$ cat src/hw/rtl/cht_pkg.sv
package cht_pkg;

    localparam int TABLE_DEPTH_DEF = 256;

    localparam int HASH_W      = 22;
    localparam int HOME_W      = 10;
    localparam int NAME_HIGH_W = 64;
    localparam int NAME_LOW_W  = 24;
    localparam int NAME_W      = NAME_HIGH_W + NAME_LOW_W;
    localparam int CHAR_W      = 8;
    localparam int NUM_CHARS   = NAME_W / CHAR_W;

    localparam int HOME_MULT   = 23;
    localparam int PROD_W      = 15;
    localparam int RECIP_SHIFT = 28;
    localparam int RECIP_W     = 25;
    localparam int Q_W         = PROD_W + RECIP_W - RECIP_SHIFT;

    localparam logic CMD_SAVE   = 1'b0;
    localparam logic CMD_LOOKUP = 1'b1;

    localparam logic [1:0] KIND_10    = 2'd0;
    localparam logic [1:0] KIND_12    = 2'd1;
    localparam logic [1:0] KIND_22    = 2'd2;
    localparam logic [1:0] KIND_SPARE = 2'd3;

    typedef enum logic [1:0] {
        RES_NONE,
        RES_SAVE_HIT,
        RES_LOOKUP_HIT,
        RES_FULL
    } res_kind_t;

    typedef struct packed {
        logic [HASH_W-1:0]      hash;
        logic [NAME_HIGH_W-1:0] name_high;
        logic [NAME_LOW_W-1:0]  name_low;
    } entry_t;

    typedef struct packed {
        logic      capture;
        logic      home_div;
        logic      home_qd;
        logic      home_mod;
        logic      advance;
        logic      count_probe;
        logic      clr_write;
        logic      ins_write;
        logic      res_load;
        res_kind_t res_kind;
    } cmd_t;

    typedef struct packed {
        logic skip;
        logic is_lookup;
        logic slot_empty;
        logic slot_match;
        logic probe_last;
        logic clr_last;
    } status_t;

endpackage

$ cat src/hw/rtl/cht_ctrl.sv
module cht_ctrl (
    input  logic            clk,
    input  logic            rst_n,
    input  logic            start,
    input  cht_pkg::status_t status,
    output cht_pkg::cmd_t    cmd,
    output logic            busy,
    output logic            done
);

    typedef enum logic [2:0] {
        ST_CLEAR,
        ST_IDLE,
        ST_DIV,
        ST_QD,
        ST_MOD,
        ST_FETCH,
        ST_PROBE
    } state_t;

    state_t state_reg, state_next;
    logic   busy_reg;
    logic   done_reg;

    always_comb
    begin
        state_next = state_reg;
        cmd        = '0;
        cmd.res_kind = cht_pkg::RES_NONE;
        unique case (state_reg)
            ST_CLEAR:
            begin
                cmd.clr_write = 1'b1;
                if (status.clr_last)
                begin
                    state_next = ST_IDLE;
                end
            end
            ST_IDLE:
            begin
                if (start)
                begin
                    cmd.capture = 1'b1;
                    if (status.skip)
                    begin
                        cmd.res_load = 1'b1;
                    end
                    else
                    begin
                        state_next = ST_DIV;
                    end
                end
            end
            ST_DIV:
            begin
                cmd.home_div = 1'b1;
                state_next   = ST_QD;
            end
            ST_QD:
            begin
                cmd.home_qd = 1'b1;
                state_next  = ST_MOD;
            end
            ST_MOD:
            begin
                cmd.home_mod = 1'b1;
                state_next   = ST_FETCH;
            end
            ST_FETCH:
            begin
                cmd.advance = 1'b1;
                state_next  = ST_PROBE;
            end
            ST_PROBE:
            begin
                if (status.slot_empty)
                begin
                    cmd.ins_write = !status.is_lookup;
                    cmd.res_load  = 1'b1;
                    state_next    = ST_IDLE;
                end
                else if (status.slot_match)
                begin
                    cmd.res_load = 1'b1;
                    cmd.res_kind = status.is_lookup ? cht_pkg::RES_LOOKUP_HIT
                                                    : cht_pkg::RES_SAVE_HIT;
                    state_next   = ST_IDLE;
                end
                else if (status.probe_last)
                begin
                    cmd.res_load = 1'b1;
                    cmd.res_kind = cht_pkg::RES_FULL;
                    state_next   = ST_IDLE;
                end
                else
                begin
                    cmd.advance     = 1'b1;
                    cmd.count_probe = 1'b1;
                end
            end
            default:
            begin
                state_next = ST_IDLE;
            end
        endcase
        if (busy_reg)
        begin
            cmd.capture = cmd.capture & 1'b0;
        end
    end

    always_ff @(posedge clk or negedge rst_n)
    begin
        if (!rst_n)
        begin
            state_reg <= ST_CLEAR;
            busy_reg  <= 1'b1;
            done_reg  <= 1'b0;
        end
        else
        begin
            state_reg <= state_next;
            busy_reg  <= (state_next != ST_IDLE);
            done_reg  <= cmd.res_load;
        end
    end

    assign busy = busy_reg;
    assign done = done_reg;

endmodule

$ cat config.mk
export PLATFORM = sky130hd
export DESIGN_NAME = cht_ctrl
export DESIGN_NICKNAME = d
export VERILOG_FILES = /design/src/hw/rtl/cht_pkg.sv /design/src/hw/rtl/cht_ctrl.sv
export SDC_FILE = /design/constraint.sdc
export NUM_CORES = 1
export LEC_CHECK = 0
export BUFFER_PORTS_ARGS = -buffer_cell sky130_fd_sc_hd__buf_2
export CAP_MARGIN = 30
export CORE_AREA = 2 2 39 41
export DETAILED_ROUTE_END_ITERATION = 10
export DIE_AREA = 0 0 41 43
export GPL_ROUTABILITY_DRIVEN = 0
export SLEW_MARGIN = 15
export SYNTH_ARGS = -nofsm -noshare
export SYNTH_HDL_FRONTEND = slang
export SYNTH_SLANG_ARGS = --single-unit
$ cat constraint.sdc
create_clock -name clk -period 1.25 [get_ports clk]
set_input_delay 0.125 -clock clk [delete_from_list [all_inputs] [get_ports clk]]
set_output_delay 0.125 -clock clk [all_outputs]
set_load 0.005 [all_outputs]
==> flow_metrics.tcl <==
set metrics [dict create \
    track_usage 0.158 \
    power_switching_share 0.389 \
    holdWs_ps 214 \
    grt_pass1_wl_mm 1.85 \
    cpMaxStageDelayCell "dfrtp_1" \
    cp.required_ps 1120 \
    avgSynthCellArea_um2 8.87 \
    cts-htree-levels 1 \
    fmax_mhz 692 \
    largest_reg_flops 3 \
    clk_pin_slew_ps 50 \
    nFillCells 143 \
    grt_pass1_vias 443 \
    max_stage_delay_ps 370 \
    drv_cap 0 \
    hpwl_um 825 \
    synth.top_cell.area_share 0.262 \
    netlist_top_cells_area "dfrtp_1 (26%), a2111oi_2 (7.9%), dfstp_2 (6.9%)" \
    setup_viol 9 \
    post_drt_wl_per_cell_um 12.8 \
    grt_overflow 0 \
    root_buffer "clkbuf_4" \
    rsz0062_at_grt "true" \
    clockBufferDepth 2 \
    period_needed_ps 1440 \
    synth_cell_types 22 \
    start_util 0.276 \
    startpoint_type "flip-flop" \
    violations "setup timing" \
    syn_area_um2 382 \
    worstHoldPathType "in2reg" \
    postPlaceCellArea_um2 534 \
    p_per_area_nw_per_um2 2140 \
    peakVddDrop_uv 857 \
    leakage_nw 0.320 \
    layout.nets 88 \
    slew_violations 0 \
    cts_tree "yes" \
    async_flop_share 1.00 \
    dr.pass1.iters 4 \
    portBuffers 21 \
    power_switching_mw 0.545 \
    cp_cell_sequence "nand3b_1 -> nor4_2 -> a31o_2 -> buf_2" \
    die_width_um 41 \
    syn_to_final_growth_pct 71.8 \
    drt_iter0_drc 4 \
    period_share 1.16 \
    r2r-start "state_reg[0]" \
    mostFrequentLayoutCell "buf_2" \
    diodes 0 \
    tightest_slew_ps 364 \
    synth_nets 52 \
    cts_sinks 5 \
    synth-main-ff-cell "dfrtp_1" \
    post_synth_inst_count 43 \
    critPathMaxFanout 4 \
    via_per_inst 5.03 \
    grt_max_degree 11 \
    crit_start "state_reg[0]" \
    final_core_util 0.474 \
    synth_largest_area_cell "dfrtp_1" \
    clk-insertion-delay-late_ps 240 \
    yosys_warnings 0 \
    finalHoldViolCount 0 \
    power.internal_mw 0.858 \
    seq_power_share 0.215 \
    detail-route-antenna-nets 0 \
    antenna_found_initial 0 \
    drcViolationCount 0 \
    drive_above_1_share 0.577 \
    die_height_um 43 \
    relSlewSlack 0.755 \
    final_area_um2 656 \
    arrival_ps 1320 \
    vias 473 \
    fp.coreArea_um2 1380 \
    rows 14 \
    yosys_register_bits 5 \
    worst_slack_ps -194 \
    die-area_um2 1760 \
    end_kind "output pin" \
    worstHoldStart "status[5]" \
    synth_edf_count 0 \
    cts_buffers 3 \
    num_io_pins 22 \
    final_cell_mix "buf_2 (21), buf_4 (10), nor2_1 (5)" \
    outcome "complete, but fails checks" \
    finClkSkew_ps 4.37 \
    seq_area_frac_synth 0.331 \
    comb_power_share 0.649 \
    critPathKind "reg2out" \
    routed_wl_mm 1.20 \
    p_clk_frac 0.136 \
]
-- through the flow --
step	setup slack, ps	std cells	power [mW]	setup TNS, ps
5_1_grt	-276	94	1.52	-1850
6_report	-194	94	1.40	-905
3_3_place_gp	41.6	83	0.991	0
4_1_cts	-199	93	1.38	-955
3_5_place_dp	16.4	83	1.00	0
2_1_floorplan	125	43	0.701	0
-- worst paths after layout --
check,endpoint,slack (ps),cells after the start
setup reg to reg,state_reg[0],60,4
min in group asynchronous,state_reg[2],230,2
hold reg to reg,state_reg[0],700,3
max in group asynchronous,busy,790,2
hold / removal,done,210,3
setup / recovery,cmd[6],-190,4
-- metal layers --
metal / part of all wire / vias up / track usage
met2: 0.52 / 17 / 0.266
met3: 0.073 / 0 / 0.0681
met4: 0 / 0 / 0.0400
met5: 0 / - / 0
met1: 0.40 / 220 / 0.172
li1: - / 236 / -
-- Yosys cell counts (2+ instances only) --
cell type	instances
nand2b_1	3
nor2b_1	2
buf_2	2
nor3_1	5
dfrtp_1	4
inv_1	2
a31oi_1	2
a2111oi_2	2
nor2_1	5
o21ai_0	4
-- power groups by stage --
stage          Sequential, mW  Clock [mW]  Combinational, mW
6_report                0.302       0.191              0.910
2_1_floorplan           0.290           0              0.411
5_1_grt                 0.307       0.212               1.00
3_3_place_gp            0.282           0              0.708
3_5_place_dp            0.285           0              0.715
4_1_cts                 0.298       0.196              0.887
-- kinds of logic after synthesis --
kind of cell | after synthesis | share of synthesized area
AND/OR/NAND/NOR | 21 | 0.344
AO/OA/AOI/OAI | 11 | 0.233
flip-flops | 5 | 0.331
buffers and inverters | 5 | 0.0656
multiplexers | 1 | 0.0262
-- what timing repair did --
item | in CTS | in global routing
resized for setup | 7 | 1
hold endpoints to repair | 5 | 0
setup endpoints to repair | 9 | 12
hold buffers | 1 | 0
pin swaps | 2 | 0
buffers inserted | 5 | 2
-- cell type report --
class / instances / area [um^2] / area share
tap: 16 / 20.0 / 0.0305
sequential: 5 / 126 / 0.193
inverter: 2 / 7.51 / 0.0115
clock buffer: 4 / 26.3 / 0.0401
timing repair buffer: 34 / 213 / 0.324
multi-input combinational: 33 / 263 / 0.401
-- worst max-delay path, delay by kind of cell, from the launching register on --
family,cells,cell delay (ps)
and+or+nand+nor,2,470
AOI/OAI and AO/OA,1,140
buffers and inverters,1,100
DFF,1,370
(Power assumes the default switching activity.)
